### src/hw/rtl/i2cdw_pkg.sv
// Shared types and constants for the display write I2C master.
package i2cdw_pkg;

  typedef struct packed {
    logic       start_req;
    logic       is_data;
    logic [7:0] payload;
    logic       sda_in;
  } in_item_t;

  typedef struct packed {
    logic       scl_out;
    logic       sda_out;
    logic       busy_res;
    logic       done_res;
    logic [1:0] status;
  } out_item_t;

  typedef enum logic [7:0] {
    PhIdle       = 8'b0000_0001,
    PhStartSetup = 8'b0000_0010,
    PhStartHold  = 8'b0000_0100,
    PhBitLow     = 8'b0000_1000,
    PhBitHigh    = 8'b0001_0000,
    PhStopLow    = 8'b0010_0000,
    PhStopHigh   = 8'b0100_0000,
    PhDone       = 8'b1000_0000
  } phase_e;

  localparam logic       CfgDevAddr    = 1'b0;
  localparam logic       CfgHalfPeriod = 1'b1;

  localparam logic [7:0] DevAddrReset    = 8'd120;
  localparam logic [9:0] HalfPeriodReset = 10'd20;

  localparam logic [7:0] CtrlCmd  = 8'h00;
  localparam logic [7:0] CtrlData = 8'h40;

  localparam logic [1:0] ByteAddr    = 2'd0;
  localparam logic [1:0] ByteCtrl    = 2'd1;
  localparam logic [1:0] BytePayload = 2'd2;

  localparam logic [3:0] AckBit = 4'd8;

endpackage

### src/hw/rtl/i2cdw_seq.sv
// Bit-level bus sequencer: state registers, one tick per beat.
module i2cdw_seq import i2cdw_pkg::*; (
  input  logic       clk_i,
  input  logic       rst_ni,
  input  logic       step_i,
  input  in_item_t   item_i,
  input  logic [7:0] dev_addr_i,
  input  logic [9:0] half_period_i,
  output out_item_t  result_o
);

  phase_e     phase_q, phase_d;
  logic [3:0] bit_idx_q, bit_idx_d;
  logic [1:0] byte_idx_q, byte_idx_d;
  logic [7:0] shift_q, shift_d;
  logic [9:0] tick_q, tick_d;
  logic [7:0] held_pay_q, held_pay_d;
  logic       held_isd_q, held_isd_d;
  logic [1:0] err_q, err_d;

  logic [9:0]  hp;
  logic [10:0] tick_inc;
  logic        hp_end;

  function automatic logic [7:0] byte_for(input logic [1:0] idx, input logic [7:0] dev,
                                          input logic isd, input logic [7:0] pay);
    logic [7:0] b;
    if (idx == ByteAddr) begin
      b = dev;
    end else if (idx == ByteCtrl) begin
      b = isd ? CtrlData : CtrlCmd;
    end else begin
      b = pay;
    end
    return b;
  endfunction

  // Outputs reflect the state held at the start of the tick.
  always_comb begin
    result_o = '{scl_out: 1'b1, sda_out: 1'b1, busy_res: 1'b1, done_res: 1'b0, status: 2'd0};
    unique case (phase_q)
      PhStartSetup: ;
      PhStartHold:  result_o.sda_out = 1'b0;
      PhBitLow, PhBitHigh: begin
        result_o.scl_out = (phase_q == PhBitHigh);
        result_o.sda_out = (bit_idx_q >= AckBit) ? 1'b1 : shift_q[7];
      end
      PhStopLow: begin
        result_o.scl_out = 1'b0;
        result_o.sda_out = 1'b0;
      end
      PhStopHigh:   result_o.sda_out = 1'b0;
      PhDone: begin
        result_o.busy_res = 1'b0;
        result_o.done_res = 1'b1;
        result_o.status   = err_q;
      end
      default:      result_o.busy_res = 1'b0;
    endcase
  end

  assign hp       = (half_period_i == 10'd0) ? 10'd1 : half_period_i;
  assign tick_inc = {1'b0, tick_q} + 11'd1;
  assign hp_end   = tick_inc >= {1'b0, hp};

  always_comb begin
    phase_d    = phase_q;
    bit_idx_d  = bit_idx_q;
    byte_idx_d = byte_idx_q;
    shift_d    = shift_q;
    tick_d     = tick_q;
    held_pay_d = held_pay_q;
    held_isd_d = held_isd_q;
    err_d      = err_q;
    if (phase_q == PhIdle || phase_q == PhDone) begin
      tick_d  = 10'd0;
      phase_d = PhIdle;
      if (phase_q == PhIdle && item_i.start_req) begin
        held_pay_d = item_i.payload;
        held_isd_d = item_i.is_data;
        err_d      = 2'd0;
        byte_idx_d = ByteAddr;
        bit_idx_d  = 4'd0;
        shift_d    = 8'd0;
        phase_d    = PhStartSetup;
      end
    end else if (!hp_end) begin
      tick_d = tick_inc[9:0];
    end else begin
      tick_d = 10'd0;
      unique case (phase_q)
        PhStartSetup: phase_d = PhStartHold;
        PhStartHold: begin
          byte_idx_d = ByteAddr;
          bit_idx_d  = 4'd0;
          shift_d    = dev_addr_i;
          phase_d    = PhBitLow;
        end
        PhBitLow: phase_d = PhBitHigh;
        PhBitHigh: begin
          priority if (bit_idx_q < AckBit) begin
            shift_d   = {shift_q[6:0], 1'b0};
            bit_idx_d = bit_idx_q + 4'd1;
            phase_d   = PhBitLow;
          end else if (item_i.sda_in) begin
            // NACK: record which byte failed, then close with STOP
            err_d   = byte_idx_q + 2'd1;
            phase_d = PhStopLow;
          end else if (byte_idx_q >= BytePayload) begin
            phase_d = PhStopLow;
          end else begin
            byte_idx_d = byte_idx_q + 2'd1;
            bit_idx_d  = 4'd0;
            shift_d    = byte_for(byte_idx_q + 2'd1, dev_addr_i, held_isd_q, held_pay_q);
            phase_d    = PhBitLow;
          end
        end
        PhStopLow: phase_d = PhStopHigh;
        default:   phase_d = PhDone;
      endcase
    end
  end

  always_ff @(posedge clk_i or negedge rst_ni) begin
    if (!rst_ni) begin
      phase_q    <= PhIdle;
      bit_idx_q  <= 4'd0;
      byte_idx_q <= 2'd0;
      shift_q    <= 8'd0;
      tick_q     <= 10'd0;
      held_pay_q <= 8'd0;
      held_isd_q <= 1'b0;
      err_q      <= 2'd0;
    end else if (step_i) begin
      phase_q    <= phase_d;
      bit_idx_q  <= bit_idx_d;
      byte_idx_q <= byte_idx_d;
      shift_q    <= shift_d;
      tick_q     <= tick_d;
      held_pay_q <= held_pay_d;
      held_isd_q <= held_isd_d;
      err_q      <= err_d;
    end
  end

endmodule

### src/hw/rtl/i2c_display_write_master_core.sv
// Top level of the display write I2C master: config registers, sequencer, result register.
//
//   channel   direction  handshake                payload
//   in        input      in_valid_i / in_stall_o  in_item_i  (in_item_t)
//   out       output     out_valid_o / out_stall_i out_item_o (out_item_t)
//   cfg       input      cfg_valid_i / cfg_ready_o cfg_index_i, cfg_data_i
//
// Each beat is one bus tick; one beat in and one result out every cycle while no result is held under out_stall_i.
// The result of a beat appears in the cycle after acceptance, from the result register.
// The sequencer state advances only on accepted beats, so stalls just pause the bus.
// A result held under out_stall_i blocks new input; one being taken does not.
// Reset puts the sequencer in idle and the config registers at their defaults.
module i2c_display_write_master_core import i2cdw_pkg::*; (
  input  logic       clk_i,
  input  logic       rst_ni,
  input  logic       in_valid_i,
  output logic       in_stall_o,
  input  in_item_t   in_item_i,
  output logic       out_valid_o,
  input  logic       out_stall_i,
  output out_item_t  out_item_o,
  input  logic       cfg_valid_i,
  output logic       cfg_ready_o,
  input  logic       cfg_index_i,
  input  logic [9:0] cfg_data_i
);

  logic [7:0] dev_addr_q;
  logic [9:0] half_period_q;
  logic       out_valid_q;
  out_item_t  out_item_q;
  out_item_t  seq_result;
  logic       accept;

  assign cfg_ready_o = 1'b1;
  assign in_stall_o  = out_valid_q & out_stall_i;
  assign accept      = in_valid_i & ~in_stall_o;

  always_ff @(posedge clk_i or negedge rst_ni) begin
    if (!rst_ni) begin
      dev_addr_q    <= DevAddrReset;
      half_period_q <= HalfPeriodReset;
    end else if (cfg_valid_i) begin
      unique case (cfg_index_i)
        CfgDevAddr:    dev_addr_q    <= cfg_data_i[7:0];
        CfgHalfPeriod: half_period_q <= cfg_data_i;
        default: ;
      endcase
    end
  end

  i2cdw_seq u_seq (
    .clk_i,
    .rst_ni,
    .step_i        (accept),
    .item_i        (in_item_i),
    .dev_addr_i    (dev_addr_q),
    .half_period_i (half_period_q),
    .result_o      (seq_result)
  );

  always_ff @(posedge clk_i or negedge rst_ni) begin
    if (!rst_ni) begin
      out_valid_q <= 1'b0;
    end else if (accept) begin
      out_valid_q <= 1'b1;
    end else if (!out_stall_i) begin
      out_valid_q <= 1'b0;
    end
  end

  always_ff @(posedge clk_i) begin
    if (accept) begin
      out_item_q <= seq_result;
    end
  end

  assign out_valid_o = out_valid_q;
  assign out_item_o  = out_item_q;

endmodule

### config.mk
export PLATFORM = sky130hd
export DESIGN_NAME = i2c_display_write_master_core
export DESIGN_NICKNAME = d
export VERILOG_FILES = /design/src/hw/rtl/i2cdw_pkg.sv /design/src/hw/rtl/i2cdw_seq.sv /design/src/hw/rtl/i2c_display_write_master_core.sv
export SDC_FILE = /design/constraint.sdc
export NUM_CORES = 1
export LEC_CHECK = 0
export BUFFER_PORTS_ARGS = -buffer_cell sky130_fd_sc_hd__buf_2
export CORE_MARGIN = 2
export CORE_UTILIZATION = 40
export CTS_CLUSTER_SIZE = 8
export DETAILED_ROUTE_END_ITERATION = 8
export SYNTH_ARGS = -nofsm -noshare
export SYNTH_HDL_FRONTEND = slang
export SYNTH_HIERARCHICAL = 1
export SYNTH_SLANG_ARGS = --single-unit
### constraint.sdc
create_clock -name clk_i -period 5.67 [get_ports clk_i]
set_input_delay 0.2835 -clock clk_i [delete_from_list [all_inputs] [get_ports clk_i]]
set_output_delay 0.2835 -clock clk_i [all_outputs]
set_load 0.005 [all_outputs]
; ---- After elaboration in Yosys (flattened, before gate mapping)
; Index checks and enable logic that the tools add are counted.
[word_totals]
regBits = 68
input_bits = 27
out_inout_bits = 9
elab_cells = 108
[op_classes]
addsub = 3
magnitude_cmp = 4
n_eq_ne = 17
mux = 46
n_bitwise = 4
n_reduce_logical = 18
[op_table]
columns = cell, n
row1 = $mux W8, 12
row2 = $pmux W8 S5, 1
row3 = $mux W10, 3
row4 = $mux W2, 12
row5 = $mux W4, 6
row6 = $pmux W8 S2, 1
row7 = $reduce_and A6 Y1, 2
row8 = $add A10 B1 Y11 const B, 1
row9 = $ge A11 B10 Y1, 1
row10 = $logic_not A10 Y1, 1
row11 = $ne A3 B3 Y1 const B, 3
row12 = $eq A8 B1 Y1 const B, 1
row13 = $eq A8 B2 Y1 const B, 1
row14 = $eq A8 B3 Y1 const B, 1
row15 = $eq A8 B4 Y1 const B, 1
row16 = $eq A8 B5 Y1 const B, 1
row17 = $eq A8 B6 Y1 const B, 1
row18 = $eq A8 B7 Y1 const B, 1
row19 = $eq A8 B8 Y1 const B, 1
row20 = $ne A4 B4 Y1 const B, 2
row21 = $pmux W4 S2, 1
row22 = $mux W7, 1
row23 = $reduce_and A7 Y1, 1
row24 = $mux W6, 1
row25 = 24 further kinds, 35

; ---- Depth between registers and ports, before layout
; Gate-level depths: netlist of the first run.
[depth]
depth_word = 10
mapped_depth = 13
ltp_nobuf = 12

; ---- By module
; The synthesis of the first run kept the hierarchy.
[modules_own_cells]
columns = module, n_inst, cells_each, area_each_um2, seq_area_each_um2
row1 = i2cdw_seq, 1, 291, 2860.2, 1077.3
row2 = i2c_display_write_master_core, 1, 51, 949.7, 663.1

; ---- Worst setup path after synthesis of the first run
; OpenSTA, ideal clock, no wires.
[synth_timing]
kind = register to register
from = register u_seq.tick_q[0]
to = register u_seq.shift_q[0]
setup_time_ns = 0.125
arrival_ns = 2.794
required_ns = 5.545
setup_slack_ns = 2.751
path_stages_with_launch = 13
n_path_buf = 1
synth_period_minus_slack_ns = 2.919
path_cell_list = dfrtp_1 ha_1 and2_1 nand2_1 nor2_1 xor2_1 ha_1 a21o_1 a2111oi_2 o21ai_2 o2111ai_1 buf_6 mux2_4
[synth_via]
elab_chain_cells = 4
[synth_lines]
columns = element, line_no
row1 = "start, declared", i2cdw_seq.sv:16  ; logic [9:0] tick_q, tick_d;
row2 = "start signal, assigned", i2cdw_seq.sv:139  ; tick_q <= tick_d;
row3 = $add A10 B1 Y11, i2cdw_seq.sv:63  ; assign tick_inc = {1'b0, tick_q} + 11'd1;
row4 = $ge A11 B10 Y1, i2cdw_seq.sv:64  ; assign hp_end = tick_inc >= {1'b0, hp};
row5 = $reduce_bool A2 Y1 (no line), n/a
row6 = $reduce_and A6 Y1 (no line), n/a
row7 = "end signal, assigned", i2cdw_seq.sv:138  ; shift_q <= shift_d;
row8 = "end, declared", i2cdw_seq.sv:15  ; logic [7:0] shift_q, shift_d;
; No other way between the ends.
; A chain may end at the register's enable or synchronous reset.

; ---- Worst setup path after layout of the first run
[layout_timing]
from = register u_seq.tick_q[0]
to = register u_seq.bit_idx_q[0]
[layout_via]
elab_chain_cells = 4
[layout_lines]
columns = element, line_no
row1 = $add A10 B1 Y11, i2cdw_seq.sv:63
row2 = $ge A11 B10 Y1, i2cdw_seq.sv:64
row3 = $reduce_bool A2 Y1 (no line), n/a
row4 = $reduce_and A6 Y1 (no line), n/a
row5 = "end signal, assigned", i2cdw_seq.sv:136  ; bit_idx_q <= bit_idx_d;
row6 = "end, declared", i2cdw_seq.sv:13  ; logic [3:0] bit_idx_q, bit_idx_d;
; No other way between the ends.

==> metrics, run 1 <==
status finished, final reports clean; Final Setup Violations 0; clk root buf clkbuf_8; VDD IR max 0.1558 mV; Remaining DRCs 0; grt ovf 0; Syn Inst Count 342; DIE HEIGHT 101.6 µm; Leak 0.001979 µW; FFs w/ async S/R, synth 0.9118; post-synthesis register bit count 68; commonest non-fill, non-tap cell in the layout dfrtp_1; most frequent cells in the layout dfrtp_1 (55), buf_2 (34), mux2_2 (24); setup_tns 0 ns; CP max FO 14; Vias/cell 5.264; Hold Crit Class input port to asynchronous set/reset pin; die area 10320 µm²; Worst Path Buf+Inv 1; max_cap viols 0; Slew @ Worst Pin 0.7964 ns; routed via count 2669; largest stage delay on the critical path 0.43 ns; Top delay family on crit path compound AO/OA/AOI/OAI gates; post-layout min period 3.395 ns; Site Rows 35; unrepaired setup endpoints after global routing false; post-route ant nets 0; top_reg_cell synth dfrtp_1; Final Core Density 0.4615; Pwr Density 412.1 nW/µm²; HPWL after DPL 5459 µm; Final Max Slew Viols 0; CP required 5.90 ns; Buffers on Ports 34; Num CTS Buffers 9; Sink Count 68; ANT cells 0; clock latency on the worst-skew pair 0.34 ns; vias in the first global route 2664; Worst setup SP type flip-flop; worst clock skew 0.008647 ns; Syn-to-layout area delta 11.92%; NumNets Final 417; Final period util 0.5988; CTS resizes 0; core footprint 9240 µm²; H-tree depth 3; reg2reg path depth 12; share of cells above drive strength 1 0.2937; endpoint type of the worst setup path flip-flop; GPL Wtd Cong 0.8055; Hold Slack 0.08854 ns; initial antenna violation count 0; number of I/O pins 36; drt initial violations 100; Synth Area per Inst 11.14 µm²; global-route wire length before repair 13270 µm; CP most frequent cell ha_1; number of synthesized flops with an enable pin 6; Mapped Area 3810 µm²; final hold violations 0; crit path cell chain ha_1 > and2_1 > nand2_1 > nor2_1 > xor2_1 > ha_1 > a21o_1 > a2111oi_2 > o21ai_2 > o2111ai_1 > buf_4 > mux2_2; CTS tree yes; largest net degree at the start of global routing 63; drt total wl 7910 µm; CP Data Arrival Time 3.62 ns; synth unique cells 57; WL per Instance 15.60 µm; register area 1740 µm²; Initial DRT Pass Iterations 4; clock transition at the registers of the reported paths 0.07 ns; yosys warns 6; Slowest-stage cell, CP dfrtp_1; Post-CTS Hold Buffers 0; initial core utilization 0.4123; Total Routing Usage GR 0.1659; Setup Crit Path Kind flip-flop to flip-flop; Relative slew margins 0.4690; register area share after synthesis 0.4568; Mapped Nets 385; clk buf depth 2; Worst path depth 12; # fillers 880; Multi-input gate area 1917 µm²; FMAX 0.2945 GHz; postcts setup bufs 0; width of the die 101.6 µm
==> flip-flops by register name, indices dropped and copies added (netlist names), 4 cells and up <==
| signal | cells |
|---|---|
| u_seq/bit_idx_q | 4 |
| u_seq/held_pay_q | 8 |
| dev_addr_q | 8 |
| u_seq/tick_q | 10 |
| half_period_q | 10 |
| u_seq/shift_q | 8 |
| out_item_o | 6 |
| u_seq/phase_q | 8 |
==> per-layer routing <==
metal,track usage,vias up,wire (µm)
met5,0,-,0
met4,0.06029,0,107
met3,0.05038,10,286
met2,0.2535,57,3646
met1,0.2229,1302,3869
li1,-,1300,-
==> Yosys cell counts (4+ instances only) <==
cell | count | area share
nand2_1 | 21 | 0.021
mux2_2 | 24 | 0.071
a22o_1 | 7 | 0.016
and3_1 | 5 | 0.0082
ha_1 | 16 | 0.053
o21ai_0 | 22 | 0.029
dfstp_2 | 7 | 0.048
nor2b_1 | 4 | 0.0066
xnor2_1 | 7 | 0.016
nand2b_1 | 5 | 0.0082
a22oi_1 | 6 | 0.012
a21oi_1 | 13 | 0.017
dfrtp_1 | 55 | 0.36
mux2i_1 | 5 | 0.013
and2_1 | 4 | 0.0066
mux2_4 | 18 | 0.071
edfxtp_1 | 6 | 0.047
nor2_1 | 14 | 0.014
nor4b_1 | 4 | 0.0092
clkbuf_1 | 8 | 0.0079
xor2_1 | 5 | 0.011
inv_1 | 17 | 0.017
o2bb2ai_1 | 8 | 0.018
nand3_1 | 13 | 0.017
==> path summary, 6_finish.rpt <==
kind,start,end,slack (ns)
max,u_seq/tick_q[0],u_seq/bit_idx_q[0],2.27
min,rst_ni,out_valid_o,0.09
max reg2reg,u_seq/tick_q[0],u_seq/bit_idx_q[0],2.27
min reg2reg,u_seq/err_q[1],u_seq/err_q[1],0.51
max in group asynchronous,rst_ni,u_seq/tick_q[9],5.03
min in group clk_i,in_valid_i,out_valid_o,0.15
==> power breakdown <==
part / internal [µW] / total, µW / switching (µW) / leakage [µW]
Clock: 207 / 379 / 172 / 0.0000977
Sequential: 613 / 741 / 128 / 0.000839
Combinational: 296 / 638 / 342 / 0.00104
Total: 1110 / 1760 / 642 / 0.00198
==> logic make-up (layout without fill, tap and decap cells) <==
family,Yosys count,after routing,synth area share
simple gates,91,91,0.1327
compound gates,74,74,0.1337
flops,68,68,0.4568
mux,47,47,0.1550
buf+inv,33,69,0.04072
fa+ha+maj,16,16,0.05254
xor+xnor,12,12,0.02759
other cells,1,1,0.0009843
==> cell type report <==
class | instances | area share
Multi-Input combinational cell | 241 | 0.4495
Sequential cell | 68 | 0.4082
Timing Repair Buffer | 37 | 0.04519
Clock buffer | 14 | 0.04313
Tap cell | 129 | 0.03785
Inverter | 17 | 0.01496
Clock inverter | 1 | 0.001174
==> through the flow <==
step	area [µm²]	total power [µW]	setup slack, ns	cells
5_1_grt	4264	1886	2.058	507
3_3_place_gp	4075	1366	2.437	492
2_1_floorplan	3810	1224	2.751	342
4_1_cts	4264	1770	2.293	507
3_5_place_dp	4075	1381	2.305	492
6_report	4264	1757	2.275	507
Power figures use the tool's default switching activity.
==> run 2: changes to the inputs <==
--- a/config.mk
+++ b/config.mk
@@ -5,6 +5,7 @@
 export SDC_FILE = /design/constraint.sdc
 export NUM_CORES = 1
 export LEC_CHECK = 0
+export ABC_AREA = 1
 export BUFFER_PORTS_ARGS = -buffer_cell sky130_fd_sc_hd__buf_2
 export CORE_MARGIN = 2
 export CORE_UTILIZATION = 40
==> constraint.sdc (replaced) <==
create_clock -name clk_i -period 3.5 [get_ports clk_i]
set_input_delay 0.175 -clock clk_i [delete_from_list [all_inputs] [get_ports clk_i]]
set_output_delay 0.175 -clock clk_i [all_outputs]
set_load 0.005 [all_outputs]
==> run 2 against run 1 <==
Net effect:
- maximum frequency rose by 17%
- worst hold slack lost 0.055 ns
- final area rose by 3.3%
- largest cell class unchanged
- routed wire length grew 7.9%
- non-clock buffer count did not move
- sequential share of layout area down 1.3 points
- largest power group is now combinational cells
==> metrics, run 2 <==
largest area contributor in the netlist dfrtp_1; Setup Crit Path Kind flip-flop to flip-flop; initial core utilization 0.4075 (-0.004829); CP Data Arrival Time 3.17 ns (-0.45 ns); die area 10680 µm² (+3.4%); Slew @ Worst Pin 0.7579 ns (-0.03859 ns); number of synthesized flops with an enable pin 6 (unchanged); FMAX 0.3459 GHz (+17%); drt initial violations 164 (+64%); HPWL after DPL 6073 µm (+11%); Final Max Slew Viols 0 (unchanged); global-route wire length before repair 14600 µm (+10%); Site Rows 36 (+2.9%); worst clock skew 0.01067 ns (+0.002021 ns); CP most frequent cell nand3_1; CTS resizes 0 (unchanged); count leader, synth nand2_1; register area share after synthesis 0.4410 (-0.01579); post-route ant nets 0 (unchanged); clk buf depth 2 (unchanged); endpoint type of the worst setup path flip-flop; crit path cell chain inv_1 > nor3_1 > nand3_1 > o21ai_0 > inv_1 > ha_1 > nand3_1 > nor2_1 > nand2_1 > nand3_1 > nand2_1 > a21oi_4 > nand3_1 > nand2_1; CTS tree yes; # fillers 960 (+9.1%); Remaining DRCs 0 (unchanged); Syn-to-layout area delta 11.64%; reg2reg path depth 14 (+2); largest net degree at the start of global routing 33 (-48%); synth cell count leaders nand2_1 (134), dfrtp_1 (55), inv_1 (53), nand3_1 (49), o21ai_0 (30); Total Routing Usage GR 0.1781 (+0.01214); GR peak layer met2; M2 GR Usage 0.2887 (+0.03517); largest cells by area after synthesis dfrtp_1 (35%), nand2_1 (13%), nand3_1 (6.2%); Relative slew margins 0.4948 (+0.02573); CP required 3.78 ns (-2.12 ns); most frequent cells in the layout nand2_1 (134), dfrtp_1 (55), inv_1 (53); Vias/cell 4.942 (-6.1%); grt ovf 0 (unchanged); NumNets Final 555 (+33%); DIE HEIGHT 103.3 µm (+1.7%); grt met1 use 0.2372 (+0.01428); yosys warns 6 (unchanged); drt total wl 8533 µm (+7.9%); top_reg_cell synth dfrtp_1; postcts setup bufs 0 (unchanged); WL per Instance 13.13 µm (-16%); initial antenna violation count 0 (unchanged); Hold Crit Class input port to flip-flop; commonest non-fill, non-tap cell in the layout nand2_1; unrepaired setup endpoints after global routing false; Pwr Density 700.9 nW/µm² (+70%); Mapped Nets 521 (+35%); clock latency on the worst-skew pair 0.35 ns (about the same); vias in the first global route 3054 (+15%); largest stage delay on the critical path 0.43 ns (about the same); Initial DRT Pass Iterations 4 (unchanged); clk root buf clkbuf_8; CP max FO 17 (+3); Yosys top cell area share 0.3488 (-0.01248); core footprint 9684 µm² (+4.8%); register area 1740 µm² (unchanged); GPL Wtd Cong 0.8667 (+7.6%); width of the die 103.3 µm (+1.7%); Slowest-stage cell, CP a21oi_4; Multi-input gate area 1892 µm² (-1.3%); Mapped Area 3946 µm² (+3.6%); Final period util 0.8261 (+0.2273); ANT cells 0 (unchanged); number of I/O pins 36 (unchanged); setup_tns 0 ns (unchanged); status finished, final reports clean; Worst setup SP type flip-flop; met3 Use GR 0.03696 (-0.01342); Sink Count 68 (unchanged); largest registers half_period_q: 10 flops, u_seq/tick_q: 10 flops; Num CTS Buffers 9 (unchanged); share of cells above drive strength 1 0.1838 (-0.1099); final hold violations 0 (unchanged); Syn Inst Count 478 (+40%); routed via count 3212 (+20%); max_cap viols 0 (unchanged); post-layout min period 2.891 ns (-0.5039 ns); Critical Path Source u_seq/tick_q[4]; reg2reg start u_seq/tick_q[4]; synth unique cells 40 (-30%); Leak 0.002189 µW (+11%); FFs w/ async S/R, synth 0.9118 (unchanged); clock transition at the registers of the reported paths 0.07 ns (about the same); Placement Cell Area 4198 µm² (+3.0%); hold path startpoint in_valid_i; Final Setup Violations 0 (unchanged); worst hold path cell count 3; VDD IR max 0.3102 mV (+99%); Synth Area per Inst 8.256 µm² (-26%); post-synthesis register bit count 68 (unchanged); Buffers on Ports 34 (unchanged); final design area excluding fillers 4405 µm² (+3.3%); H-tree depth 3 (unchanged)
-- run 2: cell count changes after synthesis, moves of 10 or more --
cell	change
inv_1	+36
nor2_1	+10
mux2_2	-16
o21bai_1	+14
mux2_4	-18
nand3_1	+36
nand2_1	+113
-- run 2: cells by family after synthesis --
kind of cell / after synthesis / share of synthesized area
xor+xnor: 7 / 0.01554
compound gates: 63 / 0.09512
flops: 68 / 0.4410
simple gates: 243 / 0.2917
other cells: 1 / 0.0009503
buf+inv: 71 / 0.07958
fa+ha+maj: 16 / 0.05073
mux: 9 / 0.02537
-- run 2: where the power goes --
group / switching (µW) / internal, µW
logic: 820 / 429
registers: 164 / 1010
clock network: 294 / 368
total: 1280 / 1810
-- run 2: repair_timing --
item                                    in CTS  in global routing
hold buffers                                 1                  0
endpoints found under the hold margin       30                  0
endpoints found under the setup margin       0                  0
-- run 2: critical path, delay by kind of cell (launching register included) --
kind / cells / cell delay [ns]
AOI/OAI and AO/OA: 2 / 0.72
DFF: 1 / 0.36
buffers and inverters: 2 / 0.17
and+or+nand+nor: 9 / 1.27
adders and majority gates: 1 / 0.30
-- run 2: per-layer routing --
layer	vias up	part of all wire
met4	0	0.012
met5	-	0
li1	1620	-
met2	68	0.48
met1	1515	0.47
met3	9	0.044
-- run 2: final cells by class --
| cell class | instances | area share |
|---|---|---|
| timing repair buffer | 37 | 0.04431 |
| sequential | 68 | 0.3951 |
| inverter | 57 | 0.04857 |
| clock inverter | 2 | 0.007952 |
| multi-input combinational | 339 | 0.4294 |
| clock buffer | 14 | 0.03692 |
| tap | 133 | 0.03777 |
-- run 2: final timing paths --
path / end / slack (ns)
hold / removal: out_valid_o / 0.03
hold reg to reg: dev_addr_q[6] / 0.47
setup reg to reg: u_seq/shift_q[5] / 0.61
min in group asynchronous: u_seq/phase_q[2] / 0.42
max in group asynchronous: dev_addr_q[3] / 2.12
setup / recovery: u_seq/shift_q[5] / 0.61
-- run 2: stage by stage --
step | setup WS [ns] | hold slack [ns] | power [µW] | cells | util
finish | 0.6086 | 0.03310 | 3088 | 650 | 0.4549
global route | 0.2398 | 0.04150 | 3350 | 650 | 0.4549
floorplan | 1.101 | -0.1206 | 2200 | 478 | -
CTS | 0.6136 | 0.02094 | 3116 | 650 | 0.4549
global placement | 0.7809 | 0.2933 | 2422 | 633 | 0.4335
detailed placement | 0.6664 | 0.2929 | 2443 | 633 | 0.4335
